==> config.mk <==
export PLATFORM = sky130hd
export DESIGN_NAME = hue_sat_light_window_mask
export DESIGN_NICKNAME = d
export VERILOG_FILES = /design/src/rtl/hslwm_pkg.sv /design/src/rtl/hslwm_cfg.sv /design/src/rtl/hslwm_minmax.sv /design/src/rtl/hslwm_product.sv /design/src/rtl/hslwm_decide.sv /design/src/rtl/hue_sat_light_window_mask.sv
export SDC_FILE = /design/constraint.sdc
export NUM_CORES = 2
export LEC_CHECK = 0
export BUFFER_PORTS_ARGS = -buffer_cell sky130_fd_sc_hd__buf_2
export CAP_MARGIN = 15
export CELL_PAD_IN_SITES_DETAIL_PLACEMENT = 1
export CELL_PAD_IN_SITES_GLOBAL_PLACEMENT = 2
export CORE_MARGIN = 2
export CORE_UTILIZATION = 39
export CTS_CLUSTER_SIZE = 40
export DETAILED_ROUTE_END_ITERATION = 7
export PLACE_DENSITY = 0.81
export SYNTH_ARGS = -nofsm -noshare
export SYNTH_HDL_FRONTEND = slang
export SYNTH_SLANG_ARGS = --single-unit
==> constraint.sdc <==
create_clock -name clk_i -period 6.75 [get_ports clk_i]
set_input_delay 1.35 -clock clk_i [delete_from_list [all_inputs] [get_ports clk_i]]
set_output_delay 1.35 -clock clk_i [all_outputs]
set_load 0.05 [all_outputs]
==> src/rtl/hslwm_pkg.sv <==
// Shared types and constants for the hue/saturation/lightness window mask.
`default_nettype none
package hslwm_pkg;

  localparam int unsigned HUE_W   = 20;
  localparam int unsigned SAT_W   = 15;
  localparam int unsigned LIGHT_W = 17;
  localparam int unsigned SUM_W   = 10;
  localparam int unsigned CFG_AW  = 3;
  localparam int unsigned CFG_DW  = 9;

  typedef logic signed [HUE_W-1:0] hue_t;

  localparam hue_t DEG60  = 20'sd60;
  localparam hue_t DEG120 = 20'sd120;
  localparam hue_t DEG240 = 20'sd240;
  localparam hue_t DEG360 = 20'sd360;
  localparam logic [SAT_W-1:0]   SAT_PERCENT   = 15'd100;
  localparam logic [LIGHT_W-1:0] LIGHT_PERCENT = 17'd100;
  localparam logic [LIGHT_W-1:0] SUM_FULL      = 17'd765;

  typedef enum logic [CFG_AW-1:0] {
    CFG_HUE_CENTER     = 3'd0,
    CFG_HUE_HALF_WIDTH = 3'd1,
    CFG_SAT_UPPER      = 3'd2,
    CFG_SAT_LOWER      = 3'd3,
    CFG_LIGHT_UPPER    = 3'd4,
    CFG_LIGHT_LOWER    = 3'd5
  } cfg_idx_e;

  typedef enum logic [1:0] {
    BR_RED,
    BR_GREEN,
    BR_BLUE
  } branch_e;

  // blue in the lowest bits
  typedef struct packed {
    logic [7:0] red;
    logic [7:0] green;
    logic [7:0] blue;
  } pixel_t;

  typedef struct packed {
    logic [8:0] hue_center;
    logic [8:0] hue_half_width;
    logic [6:0] sat_upper;
    logic [6:0] sat_lower;
    logic [6:0] light_upper;
    logic [6:0] light_lower;
  } cfg_t;

  typedef struct packed {
    pixel_t          pix;
    logic            gray;
    branch_e         branch;
    logic signed [8:0] diff;
    logic [7:0]      mx;
    logic [7:0]      dlt;
    logic [SUM_W-1:0] sum;
  } s1_t;

  typedef struct packed {
    pixel_t             pix;
    logic               gray;
    hue_t               num;
    hue_t               full_turn;
    hue_t               hi_bound;
    hue_t               lo_bound;
    logic [SAT_W-1:0]   sat_num;
    logic [SAT_W-1:0]   sat_hi;
    logic [SAT_W-1:0]   sat_lo;
    logic [LIGHT_W-1:0] light_num;
    logic [LIGHT_W-1:0] light_hi;
    logic [LIGHT_W-1:0] light_lo;
  } s2_t;

endpackage
`default_nettype wire

==> src/rtl/hslwm_cfg.sv <==
// Configuration register file for the window bounds.
`default_nettype none
module hslwm_cfg
  import hslwm_pkg::*;
(
  input  wire logic              clk_i,
  input  wire logic              rst_ni,
  input  wire logic              cfg_valid_i,
  output logic                   cfg_ready_o,
  input  wire logic [CFG_AW-1:0] cfg_addr_i,
  input  wire logic [CFG_DW-1:0] cfg_data_i,
  output cfg_t                   cfg_o
);

  cfg_t cfg_q, cfg_d;

  assign cfg_ready_o = 1'b1;
  assign cfg_o       = cfg_q;

  always_comb begin
    cfg_d = cfg_q;
    if (cfg_valid_i) begin
      unique case (cfg_idx_e'(cfg_addr_i))
        CFG_HUE_CENTER:     cfg_d.hue_center     = cfg_data_i;
        CFG_HUE_HALF_WIDTH: cfg_d.hue_half_width = cfg_data_i;
        CFG_SAT_UPPER:      cfg_d.sat_upper      = cfg_data_i[6:0];
        CFG_SAT_LOWER:      cfg_d.sat_lower      = cfg_data_i[6:0];
        CFG_LIGHT_UPPER:    cfg_d.light_upper    = cfg_data_i[6:0];
        CFG_LIGHT_LOWER:    cfg_d.light_lower    = cfg_data_i[6:0];
        default:            cfg_d = cfg_q;
      endcase
    end
  end

  always_ff @(posedge clk_i or negedge rst_ni) begin
    if (!rst_ni) begin
      cfg_q.hue_center     <= 9'd180;
      cfg_q.hue_half_width <= 9'd180;
      cfg_q.sat_upper      <= 7'd100;
      cfg_q.sat_lower      <= 7'd0;
      cfg_q.light_upper    <= 7'd100;
      cfg_q.light_lower    <= 7'd0;
    end else begin
      cfg_q <= cfg_d;
    end
  end

endmodule
`default_nettype wire

==> src/rtl/hslwm_minmax.sv <==
// Stage 1: max, min, hue branch and channel sum.
`default_nettype none
module hslwm_minmax
  import hslwm_pkg::*;
(
  input  wire logic   clk_i,
  input  wire logic   rst_ni,
  input  wire logic   valid_i,
  output logic        ready_o,
  input  wire pixel_t pix_i,
  output logic        valid_o,
  input  wire logic   ready_i,
  output s1_t         data_o
);

  logic   valid_q;
  s1_t    data_q, data_d;
  logic [7:0] mx, mn;

  assign ready_o = !valid_q || ready_i;
  assign valid_o = valid_q;
  assign data_o  = data_q;

  always_comb begin
    mx = pix_i.blue;
    mn = pix_i.blue;
    if (pix_i.green > mx) mx = pix_i.green;
    if (pix_i.red > mx)   mx = pix_i.red;
    if (pix_i.green < mn) mn = pix_i.green;
    if (pix_i.red < mn)   mn = pix_i.red;

    data_d.pix  = pix_i;
    data_d.mx   = mx;
    data_d.dlt  = mx - mn;
    data_d.gray = (mx == mn);
    data_d.sum  = SUM_W'(pix_i.blue) + SUM_W'(pix_i.green) + SUM_W'(pix_i.red);
    priority if (pix_i.blue == mx) begin
      data_d.branch = BR_BLUE;
      data_d.diff   = $signed({1'b0, pix_i.red}) - $signed({1'b0, pix_i.green});
    end else if (pix_i.green == mx) begin
      data_d.branch = BR_GREEN;
      data_d.diff   = $signed({1'b0, pix_i.blue}) - $signed({1'b0, pix_i.red});
    end else begin
      data_d.branch = BR_RED;
      data_d.diff   = $signed({1'b0, pix_i.green}) - $signed({1'b0, pix_i.blue});
    end
  end

  always_ff @(posedge clk_i or negedge rst_ni) begin
    if (!rst_ni) begin
      valid_q <= 1'b0;
    end else if (ready_o) begin
      valid_q <= valid_i;
    end
  end

  always_ff @(posedge clk_i) begin
    if (valid_i && ready_o) begin
      data_q <= data_d;
    end
  end

endmodule
`default_nettype wire

==> src/rtl/hslwm_product.sv <==
// Stage 2: hue numerator and all cross-multiplied bound products.
`default_nettype none
module hslwm_product
  import hslwm_pkg::*;
(
  input  wire logic clk_i,
  input  wire logic rst_ni,
  input  wire cfg_t cfg_i,
  input  wire logic valid_i,
  output logic      ready_o,
  input  wire s1_t  data_i,
  output logic      valid_o,
  input  wire logic ready_i,
  output s2_t       data_o
);

  logic valid_q;
  s2_t  data_q, data_d;
  hue_t dlt_h, diff_h, base, hi_h, lo_h;

  assign ready_o = !valid_q || ready_i;
  assign valid_o = valid_q;
  assign data_o  = data_q;

  always_comb begin
    dlt_h  = hue_t'(data_i.dlt);
    diff_h = hue_t'(data_i.diff);
    hi_h   = hue_t'(cfg_i.hue_center) + hue_t'(cfg_i.hue_half_width);
    lo_h   = hue_t'(cfg_i.hue_center) - hue_t'(cfg_i.hue_half_width);
    unique case (data_i.branch)
      BR_BLUE:  base = DEG240;
      BR_GREEN: base = DEG120;
      default:  base = '0;
    endcase

    data_d.pix       = data_i.pix;
    data_d.gray      = data_i.gray;
    data_d.num       = diff_h * DEG60 + base * dlt_h;
    data_d.full_turn = DEG360 * dlt_h;
    data_d.hi_bound  = hi_h * dlt_h;
    data_d.lo_bound  = lo_h * dlt_h;
    data_d.sat_num   = SAT_W'(data_i.dlt) * SAT_PERCENT;
    data_d.sat_hi    = SAT_W'(cfg_i.sat_upper) * SAT_W'(data_i.mx);
    data_d.sat_lo    = SAT_W'(cfg_i.sat_lower) * SAT_W'(data_i.mx);
    data_d.light_num = LIGHT_W'(data_i.sum) * LIGHT_PERCENT;
    data_d.light_hi  = LIGHT_W'(cfg_i.light_upper) * SUM_FULL;
    data_d.light_lo  = LIGHT_W'(cfg_i.light_lower) * SUM_FULL;
  end

  always_ff @(posedge clk_i or negedge rst_ni) begin
    if (!rst_ni) begin
      valid_q <= 1'b0;
    end else if (ready_o) begin
      valid_q <= valid_i;
    end
  end

  always_ff @(posedge clk_i) begin
    if (valid_i && ready_o) begin
      data_q <= data_d;
    end
  end

endmodule
`default_nettype wire

==> src/rtl/hslwm_decide.sv <==
// Stage 3: window compares and masked output register.
`default_nettype none
module hslwm_decide
  import hslwm_pkg::*;
(
  input  wire logic clk_i,
  input  wire logic rst_ni,
  input  wire logic valid_i,
  output logic      ready_o,
  input  wire s2_t  data_i,
  output logic      valid_o,
  input  wire logic ready_i,
  output pixel_t    pix_o,
  output logic      kept_o
);

  logic   valid_q;
  pixel_t pix_q, pix_d;
  logic   kept_q, kept_d;
  hue_t   hue;
  logic   hue_ok, sat_ok, light_ok;

  assign ready_o = !valid_q || ready_i;
  assign valid_o = valid_q;
  assign pix_o   = pix_q;
  assign kept_o  = kept_q;

  always_comb begin
    hue      = (data_i.num < 0) ? data_i.num + data_i.full_turn : data_i.num;
    hue_ok   = !(hue > data_i.hi_bound) && !(hue < data_i.lo_bound);
    sat_ok   = !(data_i.sat_num > data_i.sat_hi) && !(data_i.sat_num < data_i.sat_lo);
    light_ok = !(data_i.light_num > data_i.light_hi)
            && !(data_i.light_num < data_i.light_lo);
    kept_d   = !data_i.gray && hue_ok && sat_ok && light_ok;
    pix_d    = kept_d ? data_i.pix : '0;
  end

  always_ff @(posedge clk_i or negedge rst_ni) begin
    if (!rst_ni) begin
      valid_q <= 1'b0;
    end else if (ready_o) begin
      valid_q <= valid_i;
    end
  end

  always_ff @(posedge clk_i) begin
    if (valid_i && ready_o) begin
      pix_q  <= pix_d;
      kept_q <= kept_d;
    end
  end

endmodule
`default_nettype wire

==> src/rtl/hue_sat_light_window_mask.sv <==
// Top level of the hue/saturation/lightness window mask.
// One pixel per clock while the output is not stalled; each pixel passes through three
// register stages (max/min, bound products, compares and output). Stages hold independently,
// so a stalled output only backs up the stages behind it. A pixel is passed when hue,
// saturation and lightness all lie in their inclusive windows, else zeroed; gray pixels are
// always zeroed and the hue window does not wrap. Configuration writes are taken every cycle
// and must be made while no pixel is in flight.
`default_nettype none
module hue_sat_light_window_mask
  import hslwm_pkg::*;
(
  input  wire logic              clk_i,
  input  wire logic              rst_ni,
  input  wire logic              s_axis_tvalid,
  output logic                   s_axis_tready,
  input  wire logic [23:0]       s_axis_tdata,  // in_blue, in_green, in_red
  output logic                   m_axis_tvalid,
  input  wire logic              m_axis_tready,
  output logic [23:0]            m_axis_tdata,  // out_blue, out_green, out_red
  output logic [0:0]             m_axis_tuser,  // pixel_kept
  input  wire logic              cfg_valid_i,
  output logic                   cfg_ready_o,
  input  wire logic [CFG_AW-1:0] cfg_addr_i,
  input  wire logic [CFG_DW-1:0] cfg_data_i
);

  cfg_t   cfg;
  logic   s1_valid, s1_ready, s2_valid, s2_ready;
  s1_t    s1_data;
  s2_t    s2_data;
  pixel_t out_pix;
  logic   out_kept;

  hslwm_cfg u_cfg (
    .clk_i       (clk_i),
    .rst_ni      (rst_ni),
    .cfg_valid_i (cfg_valid_i),
    .cfg_ready_o (cfg_ready_o),
    .cfg_addr_i  (cfg_addr_i),
    .cfg_data_i  (cfg_data_i),
    .cfg_o       (cfg)
  );

  hslwm_minmax u_minmax (
    .clk_i   (clk_i),
    .rst_ni  (rst_ni),
    .valid_i (s_axis_tvalid),
    .ready_o (s_axis_tready),
    .pix_i   (pixel_t'(s_axis_tdata)),
    .valid_o (s1_valid),
    .ready_i (s1_ready),
    .data_o  (s1_data)
  );

  hslwm_product u_product (
    .clk_i   (clk_i),
    .rst_ni  (rst_ni),
    .cfg_i   (cfg),
    .valid_i (s1_valid),
    .ready_o (s1_ready),
    .data_i  (s1_data),
    .valid_o (s2_valid),
    .ready_i (s2_ready),
    .data_o  (s2_data)
  );

  hslwm_decide u_decide (
    .clk_i   (clk_i),
    .rst_ni  (rst_ni),
    .valid_i (s2_valid),
    .ready_o (s2_ready),
    .data_i  (s2_data),
    .valid_o (m_axis_tvalid),
    .ready_i (m_axis_tready),
    .pix_o   (out_pix),
    .kept_o  (out_kept)
  );

  assign m_axis_tdata = out_pix;
  assign m_axis_tuser = out_kept;

endmodule
`default_nettype wire
==> results_dict.tcl <==
set metrics [dict create \
    worst_path_max_delay_cell "fa_1" \
    hold_slack_ns 0.4111 \
    dp_cells 4564 \
    fin_crit_ns 6.322 \
    finalHoldViolCount 0 \
    io_pins 69 \
    hold_class "flip-flop to flip-flop" \
    yosysTopAreaCell "edfxtp_1" \
    dieArea_mm2 0.08948 \
    layout-drive-gt1-share_pct 9.232 \
    ys_seq_area_share_pct 27.79 \
    syn-cell-area_mm2 0.03397 \
    die_w_um 299.1 \
    ys_ff_latch 322 \
    slowest_delay_ns 0.53 \
    synth_top_area_share_pct 24.13 \
    setup_slack_ns 0.4285 \
    via_count 23310 \
    crit_type "flip-flop to flip-flop" \
    cp_common_cell "fa_1" \
    setup_viol 0 \
    track_usage_pct 19.85 \
    fin_skew_ns 0.01556 \
    yosysMostFrequentCell "inv_1" \
    syn-num-nets 4214 \
    initial_core_util_pct 39.28 \
    coreArea_mm2 0.08648 \
    synth.distinct_cells 88 \
    fin_cells 4644 \
    pre_cts_slack_ns -0.1631 \
    syn_inst 3328 \
    dp_hpwl_um 69150 \
    drv_cap 0 \
    syn_area_per_cell_um2 10.21 \
    drt-initial-drc-count 901 \
    ys_warn_count 0 \
    clk_pin_slew_ns 0.06 \
    cp_max_fo 3 \
    crit_family "adder cells" \
    synthTopCellsByArea "edfxtp_1 24%, ha_1 21%, fa_1 16%" \
    tritoncts "done" \
    fin_crit_sh_pct 93.65 \
    fmax_mhz 158.2 \
    synth-edff-count 273 \
    setup-tns-final_ns 0 \
    ctsLongestPathBuffers 3 \
    syn_to_final_growth_pct 11.10 \
    grt_pass1_wl_um 140200 \
    nets 4342 \
    crit_required_ns 7.15 \
    h-tree-depth 2 \
    critical_path_arrival_ns 6.72 \
    clk_latency_ns 0.58 \
    routed_wl_um 86560 \
    cts.sinks 322 \
    cts-buffers-inserted 41 \
    timing.critical_path.buf_inv 3 \
    start_kind "flip-flop" \
    vias_per_cell 5.019 \
    clockRootBuffer "clkbuf_16" \
    ys.flop_type "edfxtp_1" \
    ant_nets 0 \
    wl_per_cell_um 18.64 \
    grt_max_degree 137 \
    place_congestion 0.8484 \
    drv_slew 0 \
    die_h_um 299.1 \
    first_global_vias 25740 \
    synth-async-reset-ratio_pct 15.22 \
    rsz0062_at_grt "true" \
    portBuffers 67 \
    antenna_found_initial 4 \
    outcome "completed" \
    rows 108 \
    max_slew_margin_pct 29.93 \
    endpoint_kind "flip-flop" \
    worstMarginPinSlew_ns 1.051 \
    synth_top_cells_by_count "646 x inv_1, 574 x ha_1, 273 x edfxtp_1" \
    firstDrtPassIters 7 \
    drc 0 \
    overflow 0 \
]
layout by cell type, fill, tap and decap left out, types with 68 or more instances in the layout:
| cell | instances |
|---|---|
| edfxtp_1 | 273 |
| ha_1 | 572 |
| fa_1 | 270 |
| a21o_1 | 68 |
| inv_1 | 646 |
| o21ai_0 | 86 |
| nor2_1 | 131 |
| xnor2_1 | 166 |
| a21oi_1 | 143 |
| nand2_1 | 211 |
| and2_1 | 134 |
stage by stage:
| step | area (µm²) | util (%) |
|---|---|---|
| 5_1_grt | 37740 | 43.64 |
| 2_1_floorplan | 33970 | - |
| 6_report | 37740 | 43.64 |
| 3_5_place_dp | 36100 | 41.74 |
| 3_3_place_gp | 36100 | 41.74 |
| 4_1_cts | 37590 | 43.46 |
kinds of logic (layout without fill, tap and decap cells):
kind of cell    count (synthesis)  count (layout)  synth area share (%)
compound gates                468             468                 8.832
buf+inv                       703             863                 7.852
xor+xnor                      212             212                 5.466
fa+ha+maj                     845             845                 37.11
simple gates                  699             699                 10.32
mux                            78              78                 2.619
flops                         322             322                 27.79
other cells                     1               2               0.01104
per-layer routing:
layer	wire length (µm)	track usage, %	up-vias
li1	-	-	11260
met1	39370	25.72	11600
met2	41790	34.68	328
met3	3112	2.674	120
met4	2273	5.476	2
met5	8	0	-
sequential cells by signal, summed over array words and instances (netlist names):
name and flops:
u_cfg.cfg_o 46, u_product.data_o 186, u_decide.valid_o 1, u_minmax.valid_o 1, u_product.valid_o 1, u_minmax.data_o 62, u_decide.pix_o 24, u_decide.kept_o 1
timing repair:
action,4_1_cts,5_1_grt
pin swaps,0,8
buffers inserted,0,3
hold buffers,0,0
gates resized for setup,6,33
endpoints found under the setup margin,5,16
final cells by class:
cell class	instances	area (µm²)
Antenna cell	1	2.502
Clock buffer	55	1204
Clock inverter	20	261.5
Fill cell	9787	48740
Inverter	650	2440
Multi-Input combinational cell	2303	22040
Sequential cell	322	9442
Tap cell	1155	1445
Timing Repair Buffer	138	909.6
path summary, 6_finish.rpt:
| path | startpoint | to | slack, ns | cells past startpoint |
|---|---|---|---|---|
| min in group asynchronous | rst_ni | u_cfg.cfg_o[10] | 0.91 | 2 |
| worst max-delay path | u_cfg.cfg_o[28] | u_product.data_o[114] | 0.43 | 27 |
| worst min-delay path | u_minmax.data_o[44] | u_product.data_o[183] | 0.41 | 0 |
| worst max register to register | u_cfg.cfg_o[28] | u_product.data_o[114] | 0.43 | 27 |
| max in group asynchronous | rst_ni | u_cfg.cfg_o[40] | 5.37 | 2 |
| worst min register to register | u_minmax.data_o[44] | u_product.data_o[183] | 0.41 | 0 |
Power is not shown: default switching activity piles up to over one toggle a cycle in this logic, so the estimate is an artifact.
